$ cat src/rtl/lps_pkg.sv
package lps_pkg;

  // Field widths of the sample and result streams.
  localparam int SAMPLE_W    = 24;
  localparam int RESULT_W    = 28;
  localparam int SUM_W       = SAMPLE_W + 2;
  localparam int TDATA_OUT_W = 32;
  localparam int TUSER_W     = 2;

  // Configuration register file.
  localparam int ROWS_CFG_W = 11;
  localparam int COLS_CFG_W = 6;
  localparam int CFG_IDX_W  = 1;
  localparam logic [CFG_IDX_W-1:0] CFG_GRID_ROWS = 1'b0;
  localparam logic [CFG_IDX_W-1:0] CFG_GRID_COLS = 1'b1;
  localparam logic [ROWS_CFG_W-1:0] RESET_ROWS = 11'd32;
  localparam logic [COLS_CFG_W-1:0] RESET_COLS = 6'd32;

  // Output queue.
  localparam int FIFO_DEPTH = 4;
  localparam int FIFO_PTR_W = 2;
  localparam int FIFO_CNT_W = 3;

  // What an item in the pipeline stands for.
  typedef enum logic [1:0] {
    ITEM_STEP,   // a grid sample entering the window
    ITEM_HOLD,   // flush: center of the window after the last sample
    ITEM_LINE    // flush: one entry of the lower line store
  } item_kind_t;

  typedef enum logic [1:0] {
    ST_RUN,
    ST_HOLD,
    ST_LINE
  } seq_state_t;

  typedef struct packed {
    logic       valid;
    item_kind_t kind;
    logic       emit;
    logic       bnd;
    logic       eof;
    logic       last;
  } item_ctl_t;

  typedef struct packed {
    logic signed [RESULT_W-1:0] value;
    logic                       bnd;
    logic                       eof;
    logic                       last;
  } result_t;

endpackage

$ cat src/rtl/nine_point_laplacian_stencil_core.sv
// Nine-point Laplacian stencil over a raster stream of grid samples.
// Samples (signed, 16 fraction bits) enter on the s_axis channel one per
// transaction, row by row. Results leave on m_axis in raster order, one per
// grid point: interior points give eight times the center minus the eight
// neighbors, boundary points are copied and flagged in tuser.
// The grid size is written on the cfg channel (index 0 rows, index 1 columns)
// and is taken up at the first sample of each frame.
// Throughput is one sample per cycle while the output queue has room. The
// result of the sample that completes a window passes pipeline stages one and
// two and is then registered in the output queue before m_axis_tvalid rises;
// in stream terms results trail by one row plus one column. The last sample
// of a frame also releases the remaining columns + 1 results: the flush
// sequencer issues the held center and then reads the lower line store one
// entry per cycle while the queue has room, and s_axis_tready is low.
// When m_axis stalls, results collect in a four-entry output queue; tready
// drops once the queued results plus the items in both stages reach four.
// Reset returns the position to the frame origin and the size to 32 x 32.
// The line stores are not cleared; no result depends on an unwritten entry.
module nine_point_laplacian_stencil_core
  import lps_pkg::*;
#(
  parameter int MAX_COLS = 32,
  parameter int MAX_ROWS = 1024
) (
  input  logic                   clk,
  input  logic                   rst,
  input  logic                   s_axis_tvalid,
  output logic                   s_axis_tready,
  input  logic [SAMPLE_W-1:0]    s_axis_tdata,   // [23:0] sample_in
  output logic                   m_axis_tvalid,
  input  logic                   m_axis_tready,
  output logic [TDATA_OUT_W-1:0] m_axis_tdata,   // [27:0] result_value, [31:28] zero
  output logic [TUSER_W-1:0]     m_axis_tuser,   // [0] boundary_point, [1] end_of_frame
  output logic                   m_axis_tlast,   // last_of_run
  input  logic                   cfg_valid,
  output logic                   cfg_ready,
  input  logic [CFG_IDX_W-1:0]   cfg_index,
  input  logic [ROWS_CFG_W-1:0]  cfg_data
);

  localparam int RW = $clog2(MAX_ROWS);
  localparam int CW = $clog2(MAX_COLS);
  localparam logic [RW-1:0] ROWS_TOP = RW'(MAX_ROWS - 1);
  localparam logic [CW-1:0] COLS_TOP = CW'(MAX_COLS - 1);

  logic [ROWS_CFG_W-1:0] grid_rows;
  logic [COLS_CFG_W-1:0] grid_cols;
  seq_state_t            st, st_next;
  logic [RW-1:0]         row, row_next;
  logic [CW-1:0]         col, col_next;
  logic [CW-1:0]         idx, idx_next;
  logic [RW-1:0]         act_rm1, act_rm1_next;
  logic [CW-1:0]         act_cm1, act_cm1_next;
  logic [RW-1:0]         rows_m1_cfg;
  logic [CW-1:0]         cols_m1_cfg;
  logic [RW-1:0]         cur_rm1;
  logic [CW-1:0]         cur_cm1;
  logic                  origin;
  logic                  c_nz;
  logic [RW-1:0]         tr;
  logic [CW-1:0]         tc;
  logic                  step_emit;
  logic                  step_bnd;
  logic                  last_sample;
  item_ctl_t             issue;
  logic [CW-1:0]         rd_addr;
  logic                  res_valid;
  result_t               res;
  logic [1:0]            busy;
  result_t               fifo_dout;
  logic [FIFO_CNT_W-1:0] fifo_cnt;
  logic                  fifo_pop;
  logic [FIFO_CNT_W:0]   credit;
  logic                  room;
  logic                  in_acc;

  // Configuration registers.
  assign cfg_ready = 1'b1;

  always_ff @(posedge clk) begin
    if (rst) begin
      grid_rows <= RESET_ROWS;
      grid_cols <= RESET_COLS;
    end else if (cfg_valid && cfg_ready) begin
      case (cfg_index)
        CFG_GRID_ROWS: grid_rows <= cfg_data;
        CFG_GRID_COLS: grid_cols <= cfg_data[COLS_CFG_W-1:0];
        default: ;
      endcase
    end
  end

  // Clamp the written size to the supported range, kept as size minus one.
  always_comb begin
    if (grid_rows < 11'd3) begin
      rows_m1_cfg = RW'(2);
    end else if (32'(grid_rows) > 32'(MAX_ROWS)) begin
      rows_m1_cfg = ROWS_TOP;
    end else begin
      rows_m1_cfg = RW'(grid_rows - 11'd1);
    end
    if (grid_cols < 6'd3) begin
      cols_m1_cfg = CW'(2);
    end else if (32'(grid_cols) > 32'(MAX_COLS)) begin
      cols_m1_cfg = COLS_TOP;
    end else begin
      cols_m1_cfg = CW'(grid_cols - 6'd1);
    end
  end

  // Position of the incoming sample and the point whose window it completes.
  always_comb begin
    origin      = (row == '0) && (col == '0);
    cur_rm1     = origin ? rows_m1_cfg : act_rm1;
    cur_cm1     = origin ? cols_m1_cfg : act_cm1;
    c_nz        = (col != '0);
    tr          = c_nz ? row - RW'(1) : row - RW'(2);
    tc          = c_nz ? col - CW'(1) : cur_cm1;
    step_emit   = (row > RW'(1)) || ((row == RW'(1)) && c_nz);
    step_bnd    = (tr == '0) || (tr == cur_rm1) || (tc == '0) || (tc == cur_cm1);
    last_sample = (row == cur_rm1) && (col == cur_cm1);
  end

  // Credit: every item in flight may still need a queue slot.
  assign credit = (FIFO_CNT_W + 1)'(fifo_cnt) + (FIFO_CNT_W + 1)'(busy);
  assign room   = credit < (FIFO_CNT_W + 1)'(FIFO_DEPTH);
  assign in_acc = s_axis_tvalid && s_axis_tready;

  // Sequencer state.
  always_ff @(posedge clk) begin
    if (rst) begin
      st      <= ST_RUN;
      row     <= '0;
      col     <= '0;
      idx     <= '0;
      act_rm1 <= ROWS_TOP;
      act_cm1 <= COLS_TOP;
    end else begin
      st      <= st_next;
      row     <= row_next;
      col     <= col_next;
      idx     <= idx_next;
      act_rm1 <= act_rm1_next;
      act_cm1 <= act_cm1_next;
    end
  end

  // Sample acceptance and the end-of-frame flush.
  always_comb begin
    st_next       = st;
    row_next      = row;
    col_next      = col;
    idx_next      = idx;
    act_rm1_next  = act_rm1;
    act_cm1_next  = act_cm1;
    issue         = '0;
    rd_addr       = col;
    s_axis_tready = 1'b0;
    case (st)
      ST_RUN: begin
        s_axis_tready = room;
        if (s_axis_tvalid && room) begin
          issue.valid = 1'b1;
          issue.kind  = ITEM_STEP;
          issue.emit  = step_emit;
          issue.bnd   = step_bnd;
          issue.eof   = 1'b0;
          issue.last  = !last_sample;
          if (origin) begin
            act_rm1_next = rows_m1_cfg;
            act_cm1_next = cols_m1_cfg;
          end
          if (last_sample) begin
            row_next = '0;
            col_next = '0;
            st_next  = ST_HOLD;
          end else if (col == cur_cm1) begin
            row_next = row + 1'b1;
            col_next = '0;
          end else begin
            col_next = col + 1'b1;
          end
        end
      end
      ST_HOLD: begin
        if (room) begin
          issue.valid = 1'b1;
          issue.kind  = ITEM_HOLD;
          issue.emit  = 1'b1;
          issue.bnd   = 1'b1;
          idx_next    = '0;
          st_next     = ST_LINE;
        end
      end
      ST_LINE: begin
        rd_addr = idx;
        if (room) begin
          issue.valid = 1'b1;
          issue.kind  = ITEM_LINE;
          issue.emit  = 1'b1;
          issue.bnd   = 1'b1;
          issue.eof   = (idx == act_cm1);
          issue.last  = (idx == act_cm1);
          if (idx == act_cm1) begin
            idx_next = '0;
            st_next  = ST_RUN;
          end else begin
            idx_next = idx + 1'b1;
          end
        end
      end
      default: st_next = ST_RUN;
    endcase
  end

  lps_stencil_pipe #(.MAX_COLS(MAX_COLS)) u_pipe (
    .clk       (clk),
    .rst       (rst),
    .issue     (issue),
    .sample    (s_axis_tdata),
    .rd_addr   (rd_addr),
    .res_valid (res_valid),
    .res       (res),
    .busy      (busy)
  );

  assign fifo_pop = m_axis_tvalid && m_axis_tready;

  lps_out_fifo u_fifo (
    .clk   (clk),
    .rst   (rst),
    .push  (res_valid),
    .din   (res),
    .pop   (fifo_pop),
    .dout  (fifo_dout),
    .count (fifo_cnt)
  );

  // Output channel.
  assign m_axis_tvalid = (fifo_cnt != '0);
  assign m_axis_tdata  = {{(TDATA_OUT_W - RESULT_W){1'b0}}, fifo_dout.value};
  assign m_axis_tuser  = {fifo_dout.eof, fifo_dout.bnd};
  assign m_axis_tlast  = fifo_dout.last;

  // The credit check must keep the queue from overflowing.
  a_no_overflow: assert property (@(posedge clk) disable iff (rst)
    (res_valid && (fifo_cnt == FIFO_CNT_W'(FIFO_DEPTH))) |-> fifo_pop)
    else $error("output queue overflow");

  // The final sample of a frame starts the flush at the frame origin.
  a_flush_start: assert property (@(posedge clk) disable iff (rst)
    (in_acc && last_sample) |=> ((st == ST_HOLD) && (row == '0) && (col == '0)))
    else $error("flush did not start after the last sample");

  // Mid-frame positions stay inside the latched grid size.
  a_pos_range: assert property (@(posedge clk) disable iff (rst)
    (st == ST_RUN) |-> ((col <= act_cm1) && (row <= act_rm1)))
    else $error("raster position outside the grid");

  // End of frame is always a copied boundary point closing its transaction run.
  a_eof_flags: assert property (@(posedge clk) disable iff (rst)
    (m_axis_tvalid && m_axis_tuser[1]) |-> (m_axis_tlast && m_axis_tuser[0]))
    else $error("end of frame without last and boundary flags");

endmodule

$ cat src/rtl/lps_ram.sv
module lps_ram #(
  parameter int WIDTH = 24,
  parameter int DEPTH = 32
) (
  input  logic                     clk,
  input  logic                     we,
  input  logic [$clog2(DEPTH)-1:0] waddr,
  input  logic [WIDTH-1:0]         wdata,
  input  logic                     re,
  input  logic [$clog2(DEPTH)-1:0] raddr,
  output logic [WIDTH-1:0]         rdata
);

  logic [WIDTH-1:0] mem [DEPTH];

  // One write port and one registered read port.
  always_ff @(posedge clk) begin
    if (we) begin
      mem[waddr] <= wdata;
    end
    if (re) begin
      rdata <= mem[raddr];
    end
  end

endmodule

$ cat src/rtl/lps_stencil_pipe.sv
module lps_stencil_pipe
  import lps_pkg::*;
#(
  parameter int MAX_COLS = 32
) (
  input  logic                        clk,
  input  logic                        rst,
  input  item_ctl_t                   issue,
  input  logic signed [SAMPLE_W-1:0]  sample,
  input  logic [$clog2(MAX_COLS)-1:0] rd_addr,
  output logic                        res_valid,
  output result_t                     res,
  output logic [1:0]                  busy
);

  localparam int AW = $clog2(MAX_COLS);

  item_ctl_t                  s1_ctl;
  item_ctl_t                  s2_ctl;
  logic signed [SAMPLE_W-1:0] s1_x;
  logic [AW-1:0]              s1_addr;
  logic signed [SAMPLE_W-1:0] top_q;
  logic signed [SAMPLE_W-1:0] mid_q;
  logic signed [SAMPLE_W-1:0] w0, w1, w2, w3, w4, w5;
  logic                       step_wr;
  logic                       rd_en;
  logic signed [SAMPLE_W-1:0] center_s1;
  logic signed [SUM_W-1:0]    pa_s1;
  logic signed [SUM_W-1:0]    pb_s1;
  logic signed [SAMPLE_W-1:0] s2_center;
  logic signed [SUM_W-1:0]    s2_pa;
  logic signed [SUM_W-1:0]    s2_pb;

  // The hold item uses the window only, so it does not touch the line stores.
  assign rd_en   = issue.valid && (issue.kind != ITEM_HOLD);
  assign step_wr = s1_ctl.valid && (s1_ctl.kind == ITEM_STEP);

  // Upper store gets the row one above, lower store gets the current row.
  lps_ram #(.WIDTH(SAMPLE_W), .DEPTH(MAX_COLS)) u_upper (
    .clk   (clk),
    .we    (step_wr),
    .waddr (s1_addr),
    .wdata (mid_q),
    .re    (rd_en),
    .raddr (rd_addr),
    .rdata (top_q)
  );

  lps_ram #(.WIDTH(SAMPLE_W), .DEPTH(MAX_COLS)) u_lower (
    .clk   (clk),
    .we    (step_wr),
    .waddr (s1_addr),
    .wdata (s1_x),
    .re    (rd_en),
    .raddr (rd_addr),
    .rdata (mid_q)
  );

  // Control of the two stages.
  always_ff @(posedge clk) begin
    if (rst) begin
      s1_ctl <= '0;
      s2_ctl <= '0;
    end else begin
      s1_ctl <= issue;
      s2_ctl <= s1_ctl;
    end
  end

  // Stage one payload.
  always_ff @(posedge clk) begin
    s1_x    <= sample;
    s1_addr <= rd_addr;
  end

  // Window columns shift on every sample once its line store data is back.
  always_ff @(posedge clk) begin
    if (rst) begin
      w0 <= '0;
      w1 <= '0;
      w2 <= '0;
      w3 <= '0;
      w4 <= '0;
      w5 <= '0;
    end else if (step_wr) begin
      w0 <= w3;
      w1 <= w4;
      w2 <= w5;
      w3 <= top_q;
      w4 <= mid_q;
      w5 <= s1_x;
    end
  end

  // Neighbor sums in two halves; the center is the copied value for boundary items.
  always_comb begin
    center_s1 = (s1_ctl.kind == ITEM_LINE) ? mid_q : w4;
    pa_s1 = SUM_W'(w0) + SUM_W'(w1) + SUM_W'(w2) + SUM_W'(w3);
    pb_s1 = SUM_W'(w5) + SUM_W'(top_q) + SUM_W'(mid_q) + SUM_W'(s1_x);
  end

  always_ff @(posedge clk) begin
    s2_center <= center_s1;
    s2_pa     <= pa_s1;
    s2_pb     <= pb_s1;
  end

  // Stage two: eight times the center minus the neighbors, or a plain copy.
  always_comb begin
    if (s2_ctl.bnd) begin
      res.value = RESULT_W'(s2_center);
    end else begin
      res.value = (RESULT_W'(s2_center) <<< 3) - RESULT_W'(s2_pa) - RESULT_W'(s2_pb);
    end
    res.bnd   = s2_ctl.bnd;
    res.eof   = s2_ctl.eof;
    res.last  = s2_ctl.last;
    res_valid = s2_ctl.valid && s2_ctl.emit;
  end

  assign busy = {1'b0, s1_ctl.valid} + {1'b0, s2_ctl.valid};

endmodule

$ cat src/rtl/lps_out_fifo.sv
module lps_out_fifo
  import lps_pkg::*;
(
  input  logic                  clk,
  input  logic                  rst,
  input  logic                  push,
  input  result_t               din,
  input  logic                  pop,
  output result_t               dout,
  output logic [FIFO_CNT_W-1:0] count
);

  result_t               mem [FIFO_DEPTH];
  logic [FIFO_PTR_W-1:0] wr_ptr;
  logic [FIFO_PTR_W-1:0] rd_ptr;

  // Pointers and fill count.
  always_ff @(posedge clk) begin
    if (rst) begin
      wr_ptr <= '0;
      rd_ptr <= '0;
      count  <= '0;
    end else begin
      if (push) begin
        wr_ptr <= wr_ptr + 1'b1;
      end
      if (pop) begin
        rd_ptr <= rd_ptr + 1'b1;
      end
      if (push && !pop) begin
        count <= count + 1'b1;
      end else if (pop && !push) begin
        count <= count - 1'b1;
      end
    end
  end

  // Storage.
  always_ff @(posedge clk) begin
    if (push) begin
      mem[wr_ptr] <= din;
    end
  end

  assign dout = mem[rd_ptr];

endmodule
$ cat config.mk
export PLATFORM = sky130hd
export DESIGN_NAME = nine_point_laplacian_stencil_core
export DESIGN_NICKNAME = d
export VERILOG_FILES = /design/src/rtl/lps_pkg.sv /design/src/rtl/nine_point_laplacian_stencil_core.sv /design/src/rtl/lps_ram.sv /design/src/rtl/lps_stencil_pipe.sv /design/src/rtl/lps_out_fifo.sv
export SDC_FILE = /design/constraint.sdc
export NUM_CORES = 2
export LEC_CHECK = 0
export BUFFER_PORTS_ARGS = -buffer_cell sky130_fd_sc_hd__buf_2
export CAP_MARGIN = 20
export CORE_MARGIN = 2
export CORE_UTILIZATION = 30
export CTS_BUF_LIST = sky130_fd_sc_hd__clkbuf_16
export DETAILED_ROUTE_END_ITERATION = 8
export SYNTH_ARGS = -nofsm -noshare
export SYNTH_HDL_FRONTEND = slang
export SYNTH_SLANG_ARGS = --single-unit
$ cat constraint.sdc
create_clock -name clk -period 8.4 [get_ports clk]
set_input_delay 0.42 -clock clk [delete_from_list [all_inputs] [get_ports clk]]
set_output_delay 0.42 -clock clk [all_outputs]
set_load 0.02 [all_outputs]
# Word-level counts from Yosys, hierarchy flattened

Memory sizes are Yosys's and may differ from the RTL's. A register that Yosys moved wholly into a read port is not among the register bits.
Index checks and enable logic that the tools add are counted.

Add/sub/neg operators: 22
Order comparisons: 6
Eq/ne operators: 15
Muxes and demuxes: 39
Bitwise gates (word level): 1
Reduce and logical (&&, ||, !) cells: 34

Operators with widths:

| cell                                                           | count |
|---|---|
| two-way mux 10 bit                                             | 6 |
| two-way mux 5 bit                                              | 11 |
| adder 25 x 24 -> 26 bit                                        | 2 |
| adder 26 x 24 -> 26 bit                                        | 2 |
| adder 24 x 24 -> 25 bit                                        | 2 |
| two-way mux 28 bit                                             | 1 |
| subtractor 27 x 26 -> 28 bit                                   | 1 |
| subtractor 28 x 26 -> 28 bit                                   | 1 |
| two-way mux 24 bit                                             | 1 |
| == test 10 bit                                                 | 2 |
| logical NOT 10 bit                                             | 2 |
| subtractor 10 x 1 -> 10 bit, second input constant             | 2 |
| == test 5 bit                                                  | 3 |
| one-hot mux 5 bit (3 select lines)                             | 1 |
| two-way mux 2 bit                                              | 7 |
| two-way mux 7 bit                                              | 2 |
| greater-than comparator 11 bit, second input constant          | 1 |
| less-than comparator 11 x 2 -> 1 bit, second input constant    | 1 |
| adder 10 x 1 -> 10 bit, second input constant                  | 1 |
| adder 5 x 1 -> 5 bit, second input constant                    | 2 |
| == test 10 x 1 -> 1 bit, second input constant                 | 1 |
| greater-than comparator 10 x 1 -> 1 bit, second input constant | 1 |
| logical AND 1 bit                                              | 10 |
| logical NOT 5 bit                                              | 2 |
| other kinds (29)                                               | 52 |

Bits in registers: 322
Memory bits (writable): 1660
Input bits: 41
Output and inout bits: 38
Word-level logic and storage cells: 153
Memories: 3

Memories:

| memory             | depth | width | rd ports | clocked after memory_dff | write ports | line               | text |
|---|---|---|---|---|---|---|---|
| u_pipe.u_lower.mem | 32    | 24    | 1        | 1                        | 1           | lps_ram.sv:14      | `logic [WIDTH-1:0] mem [DEPTH];` |
| u_pipe.u_upper.mem | 32    | 24    | 1        | 1                        | 1           | lps_ram.sv:14      |  |
| u_fifo.mem         | 4     | 31    | 1        | 1                        | 1           | lps_out_fifo.sv:13 | `result_t mem [FIFO_DEPTH];` |

# Logic depth before layout (Yosys ltp)

Word-level depth: 12
Mapped depth: 14
Depth with buffers taken out: 14

# By module

Synthesis repeated with hierarchy kept, for this count alone.

Cell total of the unflattened synthesis: 6013
Area total of the unflattened synthesis: 86017.5 um2

By module, submodules not included:

| module                            | instances | cells each | area each (um2) | sequential area each (um2) |
|---|---|---|---|---|
| lps_ram                           | 2         | 1711       | 30723.2         | 23782.8 |
| lps_stencil_pipe                  | 1         | 1848       | 15514.9         | 5225.0 |
| lps_out_fifo                      | 1         | 203        | 4890.9          | 3903.7 |
| nine_point_laplacian_stencil_core | 1         | 540        | 4165.2          | 1081.0 |

# Least setup slack after synthesis

No wires, ideal clock.

Path kind: register -> register
From: reg u_fifo.count[0]
To: reg u_pipe.u_lower.rdata[0], read port of u_pipe.u_lower.mem, enable pin
Arrival: 4516 ps
Path slack: 3371 ps
Cell stages (with the launch flop): 6
Clock period less this slack: 5029 ps
Path through: dfxtp_1 > ha_1 > a21o_1 > a21o_1 > clkbuf_1 > nor3_1

Longest elaborated chain between the ends: 6
Elaborated cells on any way between the ends: 9
Those cells by class: 1 x add/sub; 1 x order compare; 1 x eq/ne; 4 x mux; 2 x reduce/logical

Ends and longest elaborated chain:

| item                                                                                 | line                                                             | text |
|---|---|---|
| from (decl)                                                                          | lps_out_fifo.sv:10                                               | `output logic [FIFO_CNT_W-1:0] count` |
| from (signal assigned)                                                               | lps_out_fifo.sv:31                                               | `count <= count + 1'b1;` |
| from (signal assigned)                                                               | lps_out_fifo.sv:33                                               | `count <= count - 1'b1;` |
| adder 3 x 2 -> 4 bit *                                                               | nine_point_laplacian_stencil_core.sv:125                         | `assign credit = (FIFO_CNT_W + 1)'(fifo_cnt) + (FIFO_CNT_W + 1)'(busy);` |
| less-than comparator 4 x 3 -> 1 bit *                                                | nine_point_laplacian_stencil_core.sv:126                         | `assign room = credit < (FIFO_CNT_W + 1)'(FIFO_DEPTH);` |
| two-way mux 5 bit, or another cell as far along                                      | nine_point_laplacian_stencil_core.sv:186                         | `if (room) begin` |
| one-hot mux 5 bit (3 select lines) *                                                 | nine_point_laplacian_stencil_core.sv:159                         | `case (st)` |
| inequality test 2 x 1 -> 1 bit or one-hot mux 5 bit (3 select lines) (tied branches) | lps_stencil_pipe.sv:35, nine_point_laplacian_stencil_core.sv:159 |  |
| logical AND 1 bit *                                                                  | lps_stencil_pipe.sv:35                                           | `assign rd_en = issue.valid && (issue.kind != ITEM_HOLD);` |
| net u_pipe.rd_en                                                                     | lps_stencil_pipe.sv:26                                           | `logic rd_en;` |
| to (decl)                                                                            | lps_ram.sv:11                                                    | `output logic [WIDTH-1:0] rdata` |

Mark *: on every way through the listed nets, which the timed path passes. The rest lies on a longest branch.
A chain may end at the register's enable or synchronous reset.

# Worst setup path after layout

From: reg u_pipe.u_lower.rdata[1], read port of u_pipe.u_lower.mem
To: reg u_pipe.s2_pb[25]

Longest elaborated chain between the ends: 2

Ends and longest elaborated chain:

| item                    | line                    | text |
|---|---|---|
| adder 25 x 24 -> 26 bit | lps_stencil_pipe.sv:99  | `pb_s1 = SUM_W'(w5) + SUM_W'(top_q) + SUM_W'(mid_q) + SUM_W'(s1_x);` |
| adder 26 x 24 -> 26 bit | lps_stencil_pipe.sv:99  |  |
| net u_pipe.pb_s1[25]    | lps_stencil_pipe.sv:29  | `logic signed [SUM_W-1:0] pb_s1;` |
| to (signal assigned)    | lps_stencil_pipe.sv:105 | `s2_pb <= pb_s1;` |
| to (decl)               | lps_stencil_pipe.sv:32  | `logic signed [SUM_W-1:0] s2_pb;` |

The timed path passes the listed nets, and every way through them passes these cells.

==> results.py <==
metrics = {
    "run_status": {
        "status": "complete, no violations",
    },
    "synthesis": {
        "ys.flop_type": "edfxtp_1",
        "ys_async_sr_fraction_pct": 0,
        "synth_top_cell_by_area": "edfxtp_1",
        "synth_cell_types": 80,
        "ys_warn_count": 0,
        "yosysSeqAreaShare_pct": 68.3,
        "synth_cells": 6741,
        "synth_edf_count": 1708,
        "avgSynthCellArea_um2": 12.6,
        "synth.area.top_cells": "edfxtp_1 61%, nand2_1 8.5%, dfxtp_1 7.7%",
        "netlist_area_um2": 84600,
        "synth_seq_cells": 2032,
        "netlist.area_leader.share_pct": 60.6,
    },
    "layout": {
        "seq_area_um2": 57800,
        "synthToLayoutAreaGrowth_pct": 14.4,
        "multiInputGateArea_um2": 25200,
        "drive_above_1_share_pct": 9.20,
        "fillerInstances": 27248,
        "stdcell_count": 10698,
        "num-nets-final": 7038,
    },
    "global_route": {
        "grt_start_max_net_pins": 193,
        "grt_pass1_vias": 52790,
        "grt_pass1_wl_um": 340000,
        "grt-ovfl-total": 0,
        "grt_usage_pct": 15.6,
        "antenna_found_initial": 13,
    },
    "power_and_ir_drop": {
        "p_leak_nw": 33.4,
        "ir_worst_vdd_v": 0.000190,
        "power.density_nw_per_um2": 319,
    },
    "floorplanning": {
        "die_w_um": 535,
        "coreArea_um2": 282000,
        "num_rows": 195,
        "die_y_um": 535,
        "initial_utilization_pct": 30.1,
        "ios": 79,
        "die-area_um2": 286000,
    },
    "worst_setup_path": {
        "crit_path_end_kind": "flip-flop",
        "worstSetupPathType": "reg2reg",
        "crit_start": "u_pipe.u_lower.rdata[1]",
        "worst-endpoint-arrival_ps": 6090,
        "cp_max_fo": 35,
        "rrSetupSlack_ps": 3050,
        "regToRegEndpoint": "u_pipe.s2_pb[25]",
        "reg2reg_depth": 14,
        "crit_path_start_kind": "flip-flop",
        "worstPathRequired_ps": 9140,
        "r2r_start": "u_pipe.u_lower.rdata[1]",
    },
    "route": {
        "drtAntennaViolNets": 0,
        "routed_wirelength_um": 228000,
        "route.detailed.drc": 0,
        "drt_first_iter_violations": 6053,
        "dr.pass1.iters": 6,
        "wl_per_cell_um": 21.3,
        "via_count": 54304,
        "viasPerCell": 5.08,
    },
    "timing": {
        "fin_tns_setup_ps": 0,
        "skew_ps": 96.7,
        "rsz0062_at_grt": "false",
        "min_period_ps": 5350,
        "fin_crit_sh_pct": 63.7,
        "setup_viol": 0,
        "relSlewSlack_pct": 8.67,
        "max_freq_ghz": 0.187,
        "slew_viol_final": 0,
        "hold_viol_final": 0,
        "worst_slew_pin_slew_ps": 1370,
    },
    "placement": {
        "port_buffers": 73,
        "placed_cells_incl_taps": 10266,
        "place_congestion": 0.807,
        "dp_hpwl_um": 123000,
    },
    "clocking": {
        "clk_latency_ps": 880,
        "cts_setup_buffers": 0,
        "htreeDepth": 4,
        "ctsLongestPathBuffers": 3,
        "ctsResizeCount": 0,
        "cts.clk_slew.worst_paths_ps": 70,
        "root_buffer": "clkbuf_16",
        "holdBufCountCts": 39,
        "cts_tree": "yes",
        "clock-sinks": 2032,
        "cts_buffers": 209,
    },
    "min_path": {
        "min_to": "u_fifo.rd_ptr[0]",
        "min_from": "rst",
        "min_path_type": "in2reg",
        "whs_path_depth": 2,
    },
    "job": {
        "maxCapViolations": 0,
    },
}
logic make-up (layout without fill, tap and decap cells):
logic type	after synthesis	in the layout	synth area share, %
buf+inv	530	739	2.41
compound gates	930	930	7.96
mux	71	71	1.34
flops	2032	2032	68.3
other cells	2	7	0.00887
fa+ha+maj	223	223	4.40
xor+xnor	115	115	1.19
simple gates	2838	2838	14.4
synthesized netlist by cell type, types with 11 or more instances:
cell      count
or3_1        17
nor2_1      119
o21ai_0      59
o21bai_1     11
a311oi_1    339
a31oi_1      56
ha_1         99
edfxtp_1   1708
a21oi_1     237
o31ai_1      55
inv_1       102
buf_2        15
fa_1        124
nand3_1     414
nand2b_1     16
nor2b_1      23
nand4_1      15
mux4_2       31
a21o_1       34
clkbuf_1    365
a211o_1      63
xnor2_1      75
nor3_1       36
nand2_1    1927
o21a_1       15
buf_1        38
and3_1      212
dfxtp_1     324
mux2_2       31
xor2_1       40
cells in the final DEF, fill, tap and decap left out, drive strengths merged, types with 56 or more instances in the layout:
| cell type | synthesis | layout |
|---|---|---|
| nand2 | 1927 | 1927 |
| edfxtp | 1708 | 1708 |
| nand3 | 414 | 414 |
| a311oi | 339 | 339 |
| dfxtp | 324 | 324 |
| a21oi | 238 | 238 |
| and3 | 212 | 212 |
| clkbuf | 366 | 209 |
| buf | 61 | 207 |
| inv | 103 | 158 |
| fa | 124 | 124 |
| nor2 | 120 | 120 |
| clkinv | 0 | 103 |
| ha | 99 | 99 |
| xnor2 | 75 | 75 |
| a211o | 63 | 63 |
| o21ai | 62 | 62 |
| a31oi | 56 | 56 |
| o31ai | 56 | 56 |
metal layers:
metal	track usage, %	share of wire, %	vias up
met2	25.7	47	1920
met4	4.52	2.6	8
met3	2.39	7.1	368
met1	21.1	43	27363
met5	0	0.028	-
li1	-	-	24645
metrics by stage:
stage	utilization (%)	setup slack [ps]	total power (W)	area, um2	hold slack (ps)
2_1_floorplan	-	3370	0.0191	84700	414
3_3_place_gp	31.8	3020	0.0217	89500	434
3_5_place_dp	31.8	3140	0.0220	89600	444
4_1_cts	34.4	3080	0.0310	96800	98.4
5_1_grt	34.4	2790	0.0325	96800	160
6_report	34.4	3050	0.0309	96800	118
registers in the layout, summed over array words and instances, names as in the netlist, 26 cells and up, named ones only:
register            count
u_fifo.mem            124
u_pipe.s2_pa           26
u_pipe.s2_pb           26
u_pipe.u_lower.mem    768
u_pipe.u_upper.mem    768
how the worst max path moves through the flow:
stage                     cells past startpoint  slack [ps]                      end
after floorplan                               5        3370  u_pipe.u_lower.rdata[0]
after CTS                                    14        3080         u_pipe.s2_pb[25]
after global placement                       14        3020         u_pipe.s2_pb[25]
after detailed placement                     14        3140         u_pipe.s2_pb[25]
after global routing                         14        2790         u_pipe.s2_pb[25]
final                                        14        3050         u_pipe.s2_pb[25]
worst max-delay path, stage by stage (launching register included):
cell,delay [ps]
edfxtp_1,1070
fa_1,590
fa_1,510
ha_1,210
inv_1,100
fa_1,460
nor2b_1,180
o31ai_1,140
a2111oi_0,980
o31a_1,270
nor2b_1,150
nor3b_1,90
o21ai_0,170
a21oi_1,120
xnor2_1,210
cell type report:
type	instances	share of cell area, %
Sequential cell	2032	59.7
Clock buffer	209	5.40
Clock inverter	181	1.60
Timing Repair Buffer	246	2.07
Multi-Input combinational cell	4182	26.0
Antenna cell	2	0.00517
Tap cell	3743	4.84
Inverter	103	0.415
where the power goes:
part | switching [W] | internal, W | total [W]
logic | 0.00593 | 0.00317 | 0.00910
clock network | 0.00397 | 0.00510 | 0.00907
registers | 0.000318 | 0.0124 | 0.0127
Note: power is estimated with default switching activity, not from simulation.
